## config.mk

```make
export PLATFORM = sky130hd
export DESIGN_NAME = quadrature_speed_window_estimator
export DESIGN_NICKNAME = d
export VERILOG_FILES = /design/src/rtl/qswe_pkg.sv /design/src/rtl/qswe_ring.sv /design/src/rtl/qswe_mac.sv /design/src/rtl/quadrature_speed_window_estimator.sv
export SDC_FILE = /design/constraint.sdc
export NUM_CORES = 2
export LEC_CHECK = 0
export BUFFER_PORTS_ARGS = -buffer_cell sky130_fd_sc_hd__buf_2
export CAP_MARGIN = 5
export CORE_AREA = 2 2 311 313
export CTS_CLUSTER_DIAMETER = 80
export DETAILED_ROUTE_END_ITERATION = 7
export DIE_AREA = 0 0 313 315
export GPL_TIMING_DRIVEN = 0
export PLACE_DENSITY = 0.62
export SYNTH_ARGS = -nofsm -noshare
export SYNTH_HDL_FRONTEND = slang
export SYNTH_SLANG_ARGS = --single-unit
```

## constraint.sdc

```tcl
create_clock -name clk -period 28.1 [get_ports clk]
set_input_delay 1.405 -clock clk [delete_from_list [all_inputs] [get_ports clk]]
set_output_delay 1.405 -clock clk [all_outputs]
set_load 0.01 [all_outputs]
```

## src/rtl/qswe_pkg.sv

```systemverilog
package qswe_pkg;

	localparam int unsigned WINDOW_DEF = 10;

	localparam int CNT_W     = 16;
	localparam int SUM_OUT_W = 20;
	localparam int Q_W       = 48;
	localparam int SCALE_W   = 32;
	localparam int MUL_A_W   = 24;
	localparam int MUL_B_W   = 16;
	localparam int ACC_W     = 64;
	localparam int CFG_IDX_W = 1;
	localparam int M_TDATA_W = 136;

	localparam logic [CFG_IDX_W-1:0] REG_RPM_SCALE   = 1'b0;
	localparam logic [CFG_IDX_W-1:0] REG_WHEEL_SCALE = 1'b1;

	localparam logic [SCALE_W-1:0] RPM_SCALE_RST   = 32'd8936727;
	localparam logic [SCALE_W-1:0] WHEEL_SCALE_RST = 32'd65536;

	// left shift applied to the product before it is added to the accumulator
	typedef enum logic [1:0] {
		SH_0,
		SH_16,
		SH_24
	} mac_shift_t;

	typedef struct packed {
		logic       en;
		logic       load;
		logic       pre_shift;
		mac_shift_t shift;
	} mac_ctl_t;

endpackage

```

## src/rtl/qswe_ring.sv

```systemverilog
module qswe_ring import qswe_pkg::*; #(
	parameter int unsigned WINDOW = WINDOW_DEF,
	parameter int PTR_W = (WINDOW > 1) ? $clog2(WINDOW) : 1
) (
	input  logic                    clk,
	input  logic                    arst_n,
	input  logic                    clear,
	input  logic                    rd_en,
	input  logic                    wr_en,
	input  logic [PTR_W-1:0]        addr,
	input  logic signed [CNT_W-1:0] wr_data,
	output logic signed [CNT_W-1:0] rd_data
);

	logic signed [CNT_W-1:0] mem [WINDOW];
	logic [WINDOW-1:0]       valid_q;
	logic signed [CNT_W-1:0] rd_data_q;
	logic                    hit_q;

	always_ff @(posedge clk) begin
		if (wr_en) begin
			mem[addr] <= wr_data;
		end
	end

	always_ff @(posedge clk) begin
		if (rd_en) begin
			rd_data_q <= mem[addr];
			hit_q     <= valid_q[addr];
		end
	end

	// an entry never written since reset or restart reads as zero
	always_ff @(posedge clk or negedge arst_n) begin
		if (!arst_n) begin
			valid_q <= '0;
		end else if (clear) begin
			valid_q <= '0;
		end else if (wr_en) begin
			valid_q[addr] <= 1'b1;
		end
	end

	assign rd_data = hit_q ? rd_data_q : '0;

endmodule

```

## src/rtl/qswe_mac.sv

```systemverilog
module qswe_mac import qswe_pkg::*; (
	input  logic               clk,
	input  mac_ctl_t           ctl,
	input  logic [MUL_A_W-1:0] a,
	input  logic [MUL_B_W-1:0] b,
	output logic [ACC_W-1:0]   acc
);

	logic [MUL_A_W+MUL_B_W-1:0] prod;
	logic [ACC_W-1:0]           addend;
	logic [ACC_W-1:0]           base;
	logic [ACC_W-1:0]           acc_q;

	assign prod = a * b;

	always_comb begin
		case (ctl.shift)
			SH_0:    addend = ACC_W'(prod);
			SH_16:   addend = ACC_W'(prod) << 16;
			SH_24:   addend = ACC_W'(prod) << 24;
			default: addend = '0;
		endcase
	end

	// pre_shift drops the fraction of the partial sum before the next term
	assign base = ctl.load ? '0 : (ctl.pre_shift ? (acc_q >> 16) : acc_q);

	always_ff @(posedge clk) begin
		if (ctl.en) begin
			acc_q <= base + addend;
		end
	end

	assign acc = acc_q;

endmodule

```

## src/rtl/quadrature_speed_window_estimator.sv

```systemverilog
// Speed estimator for a quadrature counter sampled once per control tick.
// Slave stream: tdata carries counter_value, tuser carries mode (1 = restart).
// Master stream: one result per input item with count_delta, window_sum,
// shaft_rpm and ground_speed packed in tdata.
// Config channel: cfg_index 0 writes rpm_scale, 1 writes wheel_scale, both
// Q16.16; always ready, write only while no item is in flight.
// An update item passes through the ring read at the transfer, the sum update,
// six passes through the shared 24x16 multiply-accumulate for the two products,
// a saturation step and the output load; the block takes the next item only
// once it is back in idle.
// A restart item clears the window and gives an all-zero result, loaded from
// the final state into the output register; it skips the update steps.
// Reset sets both scales to their defaults, zeroes the sum, the pointer and
// the previous count; the ring's valid bits clear at once, no clearing pass.
// If the receiver stalls, the result holds in the output register; the next
// item is still taken and waits in its last step until the register frees.
module quadrature_speed_window_estimator import qswe_pkg::*; #(
	parameter int unsigned WINDOW = WINDOW_DEF
) (
	input  logic                   clk,
	input  logic                   arst_n,
	input  logic                   s_tvalid,
	output logic                   s_tready,
	input  logic [CNT_W-1:0]       s_tdata,  // [15:0] counter_value
	input  logic                   s_tuser,  // [0] mode
	output logic                   m_tvalid,
	input  logic                   m_tready,
	// [15:0] count_delta, [35:16] window_sum, [83:36] shaft_rpm,
	// [131:84] ground_speed, [135:132] zero
	output logic [M_TDATA_W-1:0]   m_tdata,
	input  logic                   cfg_valid,
	output logic                   cfg_ready,
	input  logic [CFG_IDX_W-1:0]   cfg_index,
	input  logic [SCALE_W-1:0]     cfg_data
);

	localparam int PTR_W   = (WINDOW > 1) ? $clog2(WINDOW) : 1;
	localparam int SUM_FIT = CNT_W + $clog2(WINDOW);
	localparam int SUM_W   = (SUM_FIT > SUM_OUT_W) ? SUM_FIT : SUM_OUT_W;

	localparam logic [ACC_W-1:0] Q_MAX_U = ACC_W'({1'b0, {(Q_W-1){1'b1}}});
	localparam logic [ACC_W-1:0] Q_MIN_U = ACC_W'({1'b1, {(Q_W-1){1'b0}}});

	typedef enum logic [3:0] {
		ST_IDLE,
		ST_RD,
		ST_M0,
		ST_M1,
		ST_SAT,
		ST_M2,
		ST_M3,
		ST_M4,
		ST_M5,
		ST_FIN
	} state_t;

	function automatic logic signed [Q_W-1:0] sat_q(input logic neg,
			input logic [ACC_W-1:0] mag);
		logic signed [Q_W-1:0] r;
		if (neg) begin
			r = (mag >= Q_MIN_U) ? Q_MIN_U[Q_W-1:0] : -$signed(mag[Q_W-1:0]);
		end else begin
			r = (mag > Q_MAX_U) ? Q_MAX_U[Q_W-1:0] : $signed(mag[Q_W-1:0]);
		end
		return r;
	endfunction

	state_t                  state_q;
	logic [SCALE_W-1:0]      rpm_scale_q;
	logic [SCALE_W-1:0]      wheel_scale_q;
	logic [CNT_W-1:0]        prev_q;
	logic [PTR_W-1:0]        pos_q;
	logic signed [SUM_W-1:0] sum_q;
	logic signed [CNT_W-1:0] delta_q;
	logic signed [Q_W-1:0]   rpm_q;
	logic [Q_W-1:0]          mag_q;
	logic                    restart_q;

	logic                    in_xfer;
	logic                    ring_clear;
	logic                    ring_rd;
	logic                    ring_wr;
	logic signed [CNT_W-1:0] ring_old;
	logic [SUM_W-1:0]        sum_mag;
	logic signed [Q_W-1:0]   rpm_sat;
	logic signed [Q_W-1:0]   wheel_val;
	logic                    out_free;
	mac_ctl_t                mac_ctl;
	logic [MUL_A_W-1:0]      mac_a;
	logic [MUL_B_W-1:0]      mac_b;
	logic [ACC_W-1:0]        acc;

	assign s_tready   = (state_q == ST_IDLE);
	assign cfg_ready  = 1'b1;
	assign in_xfer    = s_tvalid && s_tready;
	assign ring_clear = in_xfer && s_tuser;
	assign ring_rd    = in_xfer && !s_tuser;
	assign ring_wr    = (state_q == ST_RD);
	assign out_free   = !m_tvalid || m_tready;

	qswe_ring #(
		.WINDOW (WINDOW),
		.PTR_W  (PTR_W)
	) u_ring (
		.clk     (clk),
		.arst_n  (arst_n),
		.clear   (ring_clear),
		.rd_en   (ring_rd),
		.wr_en   (ring_wr),
		.addr    (pos_q),
		.wr_data (delta_q),
		.rd_data (ring_old)
	);

	assign sum_mag   = sum_q[SUM_W-1] ? SUM_W'(-sum_q) : sum_q;
	assign rpm_sat   = sat_q(sum_q[SUM_W-1], acc);
	assign wheel_val = restart_q ? '0 : sat_q(rpm_q[Q_W-1], acc);

	always_comb begin
		mac_ctl = '{en: 1'b0, load: 1'b0, pre_shift: 1'b0, shift: SH_0};
		mac_a   = '0;
		mac_b   = '0;
		unique case (state_q)
			ST_M0: begin
				mac_ctl = '{en: 1'b1, load: 1'b1, pre_shift: 1'b0, shift: SH_0};
				mac_a   = MUL_A_W'(sum_mag);
				mac_b   = rpm_scale_q[15:0];
			end
			ST_M1: begin
				mac_ctl = '{en: 1'b1, load: 1'b0, pre_shift: 1'b0, shift: SH_16};
				mac_a   = MUL_A_W'(sum_mag);
				mac_b   = rpm_scale_q[31:16];
			end
			// wheel: (mag * lo) >> 16 first, then mag * hi on top
			ST_M2: begin
				mac_ctl = '{en: 1'b1, load: 1'b1, pre_shift: 1'b0, shift: SH_0};
				mac_a   = mag_q[23:0];
				mac_b   = wheel_scale_q[15:0];
			end
			ST_M3: begin
				mac_ctl = '{en: 1'b1, load: 1'b0, pre_shift: 1'b0, shift: SH_24};
				mac_a   = mag_q[47:24];
				mac_b   = wheel_scale_q[15:0];
			end
			ST_M4: begin
				mac_ctl = '{en: 1'b1, load: 1'b0, pre_shift: 1'b1, shift: SH_0};
				mac_a   = mag_q[23:0];
				mac_b   = wheel_scale_q[31:16];
			end
			ST_M5: begin
				mac_ctl = '{en: 1'b1, load: 1'b0, pre_shift: 1'b0, shift: SH_24};
				mac_a   = mag_q[47:24];
				mac_b   = wheel_scale_q[31:16];
			end
			default: begin
			end
		endcase
	end

	qswe_mac u_mac (
		.clk (clk),
		.ctl (mac_ctl),
		.a   (mac_a),
		.b   (mac_b),
		.acc (acc)
	);

	always_ff @(posedge clk or negedge arst_n) begin
		if (!arst_n) begin
			rpm_scale_q   <= RPM_SCALE_RST;
			wheel_scale_q <= WHEEL_SCALE_RST;
		end else if (cfg_valid && cfg_ready) begin
			unique case (cfg_index)
				REG_RPM_SCALE:   rpm_scale_q   <= cfg_data;
				REG_WHEEL_SCALE: wheel_scale_q <= cfg_data;
				default: begin
				end
			endcase
		end
	end

	always_ff @(posedge clk or negedge arst_n) begin
		if (!arst_n) begin
			state_q   <= ST_IDLE;
			prev_q    <= '0;
			pos_q     <= '0;
			sum_q     <= '0;
			delta_q   <= '0;
			rpm_q     <= '0;
			mag_q     <= '0;
			restart_q <= 1'b0;
			m_tvalid  <= 1'b0;
			m_tdata   <= '0;
		end else begin
			if (state_q == ST_FIN && out_free) begin
				m_tvalid <= 1'b1;
			end else if (m_tready) begin
				m_tvalid <= 1'b0;
			end
			unique case (state_q)
				ST_IDLE: begin
					if (in_xfer) begin
						prev_q    <= s_tdata;
						restart_q <= s_tuser;
						if (s_tuser) begin
							sum_q   <= '0;
							pos_q   <= '0;
							state_q <= ST_FIN;
						end else begin
							delta_q <= $signed(s_tdata - prev_q);
							state_q <= ST_RD;
						end
					end
				end
				ST_RD: begin
					sum_q   <= sum_q - SUM_W'(ring_old) + SUM_W'(delta_q);
					pos_q   <= (pos_q == PTR_W'(WINDOW - 1)) ? '0 : pos_q + 1'b1;
					state_q <= ST_M0;
				end
				ST_M0:  state_q <= ST_M1;
				ST_M1:  state_q <= ST_SAT;
				ST_SAT: begin
					rpm_q   <= rpm_sat;
					mag_q   <= rpm_sat[Q_W-1] ? Q_W'(-rpm_sat) : rpm_sat;
					state_q <= ST_M2;
				end
				ST_M2:  state_q <= ST_M3;
				ST_M3:  state_q <= ST_M4;
				ST_M4:  state_q <= ST_M5;
				ST_M5:  state_q <= ST_FIN;
				ST_FIN: begin
					if (out_free) begin
						m_tdata  <= {
							(M_TDATA_W - CNT_W - SUM_OUT_W - 2 * Q_W)'(0),
							wheel_val,
							restart_q ? {Q_W{1'b0}} : rpm_q,
							restart_q ? {SUM_OUT_W{1'b0}} : sum_q[SUM_OUT_W-1:0],
							restart_q ? {CNT_W{1'b0}} : delta_q
						};
						state_q <= ST_IDLE;
					end
				end
				default: state_q <= ST_IDLE;
			endcase
		end
	end

	a_pos_range: assert property (@(posedge clk) disable iff (!arst_n)
		pos_q <= PTR_W'(WINDOW - 1))
		else $error("ring pointer past window");

	a_restart_clears: assert property (@(posedge clk) disable iff (!arst_n)
		s_tvalid && s_tready && s_tuser |=> sum_q == '0 && pos_q == '0)
		else $error("restart did not clear window");

	a_wheel_sign: assert property (@(posedge clk) disable iff (!arst_n)
		state_q == ST_FIN && !restart_q && !rpm_q[Q_W-1] |-> !wheel_val[Q_W-1])
		else $error("wheel speed sign differs from shaft speed");

endmodule

```

# Word-level counts from Yosys, hierarchy flattened
# Memory sizes are Yosys's and may differ from the RTL's. A register that Yosys moved wholly into a read port is not among the register bits.
# Index checks and enable logic that the tools add are counted.
[classes] n_div=0 magnitude_cmp=4 addsub=8 n_bitwise=3 eq_ne=15 reduce_logical=26 n_mul=1 mux=38 n_shift=0
[op_table] op="$mux W48" n=7
[op_table] op="$pmux W64 S3" n=1
[op_table] op="$mux W64" n=2
[op_table] op="$neg A48 Y48" n=2
[op_table] op="$mux W20" n=4
[op_table] op="$pmux W24 S3" n=1
[op_table] op="$add A64 B64 Y64" n=1
[op_table] op="$ge A64 B48 Y1 const B" n=1
[op_table] op="$gt A64 B47 Y1 const B" n=1
[op_table] op="$pmux W16 S4" n=1
[op_table] op="$mul A24 B16 Y40" n=1
[op_table] op="$pmux W20 S2" n=1
[op_table] op="$pmux W4 S10" n=1
[op_table] op="$mux W16" n=2
[op_table] op="$mux W4" n=6
[op_table] op="$add A20 B16 Y20" n=1
[op_table] op="$mux W10" n=2
[op_table] op="$neg A20 Y20" n=1
[op_table] op="$pmux W5 S4" n=1
[op_table] op="$sub A20 B16 Y20" n=1
[op_table] op="$eq A4 B3 Y1 const B" n=4
[op_table] op="$sub A16 B16 Y16" n=1
[op_table] op="$eq A4 B4 Y1 const B" n=3
[op_table] op="$reduce_or A2 Y1" n=6
[op_table] op="other kinds (23)" n=43
[totals] reg_bits=429 rom_bits=0 mem_bits_rw=160 output_inout_bits=139 mem_count=1 latchBits=0 word_cells=111
[mem_list] memory="u_ring.mem" depth=10 word_bits=16 rd=1 rd_clocked_by_memory_dff=1 wr=1 line_no="qswe_ring.sv:15" source="logic signed [CNT_W-1:0] mem [WINDOW];"

# Longest topological paths before layout
[logic_depth] depth_word=7 ltp_mapped=47 ltp_nobuf=43

# By module
# A second synthesis with hierarchy kept.
[hier_totals] hier_cells=5242 area_unflattened_um2=48845.6
[modules_own_cells] mod="quadrature_speed_window_estimator" instances=1 cells_each=2430 area_per_inst_um2=21393.0
[modules_own_cells] mod="qswe_mac" instances=1 cells_each=2384 area_per_inst_um2=19977.9
[modules_own_cells] mod="qswe_ring" instances=1 cells_each=428 area_per_inst_um2=7474.7

# Least setup slack after synthesis
# Ideal clock, no wire load.
[synth_timing] path_kind="flip-flop to flip-flop" start="reg sum_q[19]" end="reg u_mac.acc_q[57] (netlist: u_mac.acc[57]), data pin" path_buffers=7 path_slack_ns=16.903 t_arrival_ns=10.932 stages_incl_launch_ff=44 path_cell_list="dfrtp_1 > clkbuf_1 > buf_1 > clkbuf_1 > clkbuf_1 > clkbuf_1 > clkbuf_1 > o21ai_0 > xnor2_1 > nor2_1 > a221oi_1 > nor2_1 > fa_1 > inv_1 > fa_1 > fa_1 > inv_1 > fa_1 > (+8 left out) > a21oi_1 > o21ai_0 > o31ai_1 > nor2_1 > xor2_1 > o221ai_1 > ha_1 > clkbuf_1 > a21oi_1 > o21a_1 > o211ai_1 > a21oi_1 > a41o_1 > a21oi_1 > a31oi_1 > o41ai_1 > a31oi_1 > xnor2_1"
[synth_between] elab_chain_len=6
[synth_rtl] element="start, declared" line_no="quadrature_speed_window_estimator.sv:73" source="logic signed [SUM_W-1:0] sum_q;"
[synth_rtl] element="start signal, assigned" line_no="quadrature_speed_window_estimator.sv:216" source="sum_q <= sum_q - SUM_W'(ring_old) + SUM_W'(delta_q);"
[synth_rtl] element="$neg A20 Y20" line_no="quadrature_speed_window_estimator.sv:115" source="assign sum_mag = sum_q[SUM_W-1] ? SUM_W'(-sum_q) : sum_q;"
[synth_rtl] element="$mux W20 (*)" line_no="quadrature_speed_window_estimator.sv:115"
[synth_rtl] element="$pmux W24 S3 (*)" line_no="quadrature_speed_window_estimator.sv:123" source="unique case (state_q)"
[synth_rtl] element="$mul A24 B16 Y40 (*)" line_no="qswe_mac.sv:14" source="assign prod = a * b;"
[synth_rtl] element="$pmux W64 S3 (*)" line_no="qswe_mac.sv:17" source="case (ctl.shift)"
[synth_rtl] element="$add A64 B64 Y64 (*)" line_no="qswe_mac.sv:30" source="acc_q <= base + addend;"
[synth_rtl] element="end signal, assigned" line_no="qswe_mac.sv:30"
[synth_rtl] element="end, declared" line_no="qswe_mac.sv:12" source="logic [ACC_W-1:0] acc_q;"
# Mark *: on every way between the ends. The rest lies on a longest branch, timed or not.
# A chain may end at the register's enable or synchronous reset.

# Worst setup path in the final report
# Same ends and word-level chain as after synthesis.

==> run metrics <==
M3 GR Usage a little under a tenth; H-tree depth 3; IO Count ~190; DRT iter0 DRCs ~5200; area growth from synthesis to layout 12.1%; Avg Vias per Cell slightly above 6; commonest non-fill, non-tap cell in the layout nand2_1; DP HPWL between 100000 and 150000 microns; vias in the first global route around 39000; clk buf depth 3; DR WL/cell roughly 26 microns; gr busiest metal met1; chip height roughly 320 microns; met2 Track Usage GR between 50% and 60%; fmax 61.2 MHz; Port Buffers ~190; area of the die approximately 0.099 sq mm; Post-Route WL between 150000 and 200000 microns; CTS tree yes; root buffer cell clkbuf_16; main combinational cell family by area after synthesis adder cells; cts-stage hold buffer count 0; Routed Antenna Nets 0; final hold vios 0; worst setup path class reg2reg; YS warnings 0; Slew Limit Headroom about a tenth; Initial Util 49.5%; Simple-Gate Fraction of Synth Area roughly 16%; Die Width about 310 microns; Hold Path Class reg2reg; Req. time, crit path roughly 28 ns; clk_lat worst skew ~0.69 ns; number of buffers added for setup after CTS 0; # setup viols final 0; total track usage between 30% and 40%; Crit path depth 43; Synth Area in Adders 19.5%; Syn Std Cell Area approximately 0.047 sq mm; ant diodes 0; global route overflow 0; Worst Tran Pin Value roughly 1.4 ns; via count between 40000 and 50000; worst path bufs/invs 14; first-pass GRT wire length around 260000 microns; crit-path max FO 10; crit path DAT roughly 17 ns; hold path depth 2; Crit path max-delay family buffers and inverters; Nets between 6000 and 7000; CP max stage delay 0.95 ns; Max-Cap Viols 0; Critical Path Start Type register; RSZ-0062 raised after global routing false; clk_skew 0.0445 ns; critical path endpoint category register; top_reg_cell synth dfrtp_1; Synth Instances around 5100; GR Util met1 a little over half; FFs w/ async S/R, synth between 60% and 70%; flops & latches, synth roughly 600; Tmin final about 16 ns; post-synthesis xor/xnor area fraction between 3 and 4%; CTS sink cnt between 600 and 700; CP most frequent cell clkbuf_1; DRC violations left 0; register area share after synthesis 34.5%; largest net degree at the start of global routing around 110; critical path's slowest cell o41ai_1; mux contribution to synthesized area 4.34%; number of synthesized flops with an enable pin roughly 240; Netlist cell types 89; initial antenna violation count 4; share of cells above drive strength 1 between 10 and 15%; drt pass-1 iters 6; GPL Wtd Cong between 1 and 1.5; worst r2r path cells 43; total CTS buffers 74; clk slew on worst S/H paths around 0.06 ns; Slew Limit Fails 0; # rows about 110; final setup TNS 0 ns; syn avg cell area 9.24 sq um; Resize count post-CTS 0; run status finished clean; most frequent cells in the layout 738 x nand2_1, 478 x inv_1, 376 x nor2_1; Synth Area in Compound Gates 16.0%; Tcrit/Tclk final a little under 60%; Fillers ~8700; CORE AREA 0.0957 sq mm
==> registers in the layout (all words and copies together) (netlist names), 4 cells and up <==
register          flops
u_ring.mem          160
m_tdata             132
u_mac.acc            64
rpm_q                48
mag_q                47
rpm_scale_q          32
wheel_scale_q        32
sum_q                20
delta_q              16
prev_q               16
u_ring.rd_data_q     16
u_ring.valid_q       10
pos_q                 4
state_q               4
==> layout make-up <==
cell class                      instances  area, sq um  area share (%)
Timing Repair Buffer                  228         1390            2.62
Inverter                              479         1800            3.39
Clock inverter                         40          467           0.880
Sequential cell                       604        16300            30.8
Tap cell                             1276         1600            3.01
Clock buffer                           97         2120            4.00
Buffer                                329         1280            2.41
Multi-Input combinational cell       3716        28100            52.9
==> logic make-up after synthesis <==
family          count (synthesis)
compound gates               1168
xor+xnor                      171
fa+ha+maj                     540
buf+inv                       808
flops                         604
mux                           153
other cells                     2
simple gates                 1679
==> tightest hold or removal path, cell delays in order, from the launching register on <==
cell and delay, ns:
dfrtp_1 0.34, nand2_1 0.04, o21ai_0 0.05
==> metal layers <==
layer  routed length, microns  vias up
li1                         -    18400
met5                        0        -
met1                    76600    20500
met4                     5650        0
met3                    20800      327
met2                    73500     2343
==> worst paths after layout <==
kind | startpoint | end | slack [ns]
min reg2reg | m_tdata[78] | m_tdata[78] | 0.47
max in group asynchronous | arst_n | m_tdata[113] | 25.56
min | m_tdata[78] | m_tdata[78] | 0.47
max | sum_q[19] | u_mac.acc[57] | 11.77
max reg2reg | sum_q[19] | u_mac.acc[57] | 11.77
min in group asynchronous | arst_n | rpm_scale_q[27] | 0.68
==> stage by stage <==
stage / utilization [%] / cell area [sq um] / worst slack (ns) / std cells / hold slack, ns
floorplan: - / 47300 / 16.90 / 5128 / 0.447
global placement: 52.1 / 49900 / 11.73 / 6592 / 0.458
detailed placement: 52.7 / 50500 / 12.01 / 6631 / 0.466
CTS: 55.4 / 53100 / 11.89 / 6768 / 0.480
global route: 55.4 / 53100 / 11.50 / 6769 / 0.493
finish: 55.4 / 53100 / 11.77 / 6769 / 0.471
==> cell usage after synthesis (43+ instances only) <==
| cell type | n | area share [%] |
|---|---|---|
| nand2_1 | 738 | 5.9 |
| nor2_1 | 382 | 3.0 |
| a21o_1 | 80 | 1.3 |
| nor3_1 | 95 | 1.0 |
| inv_1 | 478 | 3.8 |
| a31oi_1 | 43 | 0.57 |
| and2_1 | 68 | 0.90 |
| clkbuf_1 | 284 | 2.3 |
| mux2_2 | 79 | 1.9 |
| a221oi_1 | 62 | 1.1 |
| o31ai_1 | 69 | 1.1 |
| edfxtp_1 | 241 | 15 |
| fa_1 | 327 | 14 |
| ha_1 | 213 | 5.6 |
| dfrtp_1 | 351 | 19 |
| nand3_1 | 115 | 1.2 |
| o21ai_0 | 315 | 3.3 |
| xnor2_1 | 100 | 1.9 |
| nand2b_1 | 73 | 0.96 |
| xor2_1 | 71 | 1.3 |
| a21oi_1 | 265 | 2.8 |
Power is not shown: default switching activity piles up to over one toggle a cycle in this logic, so the estimate is an artifact.
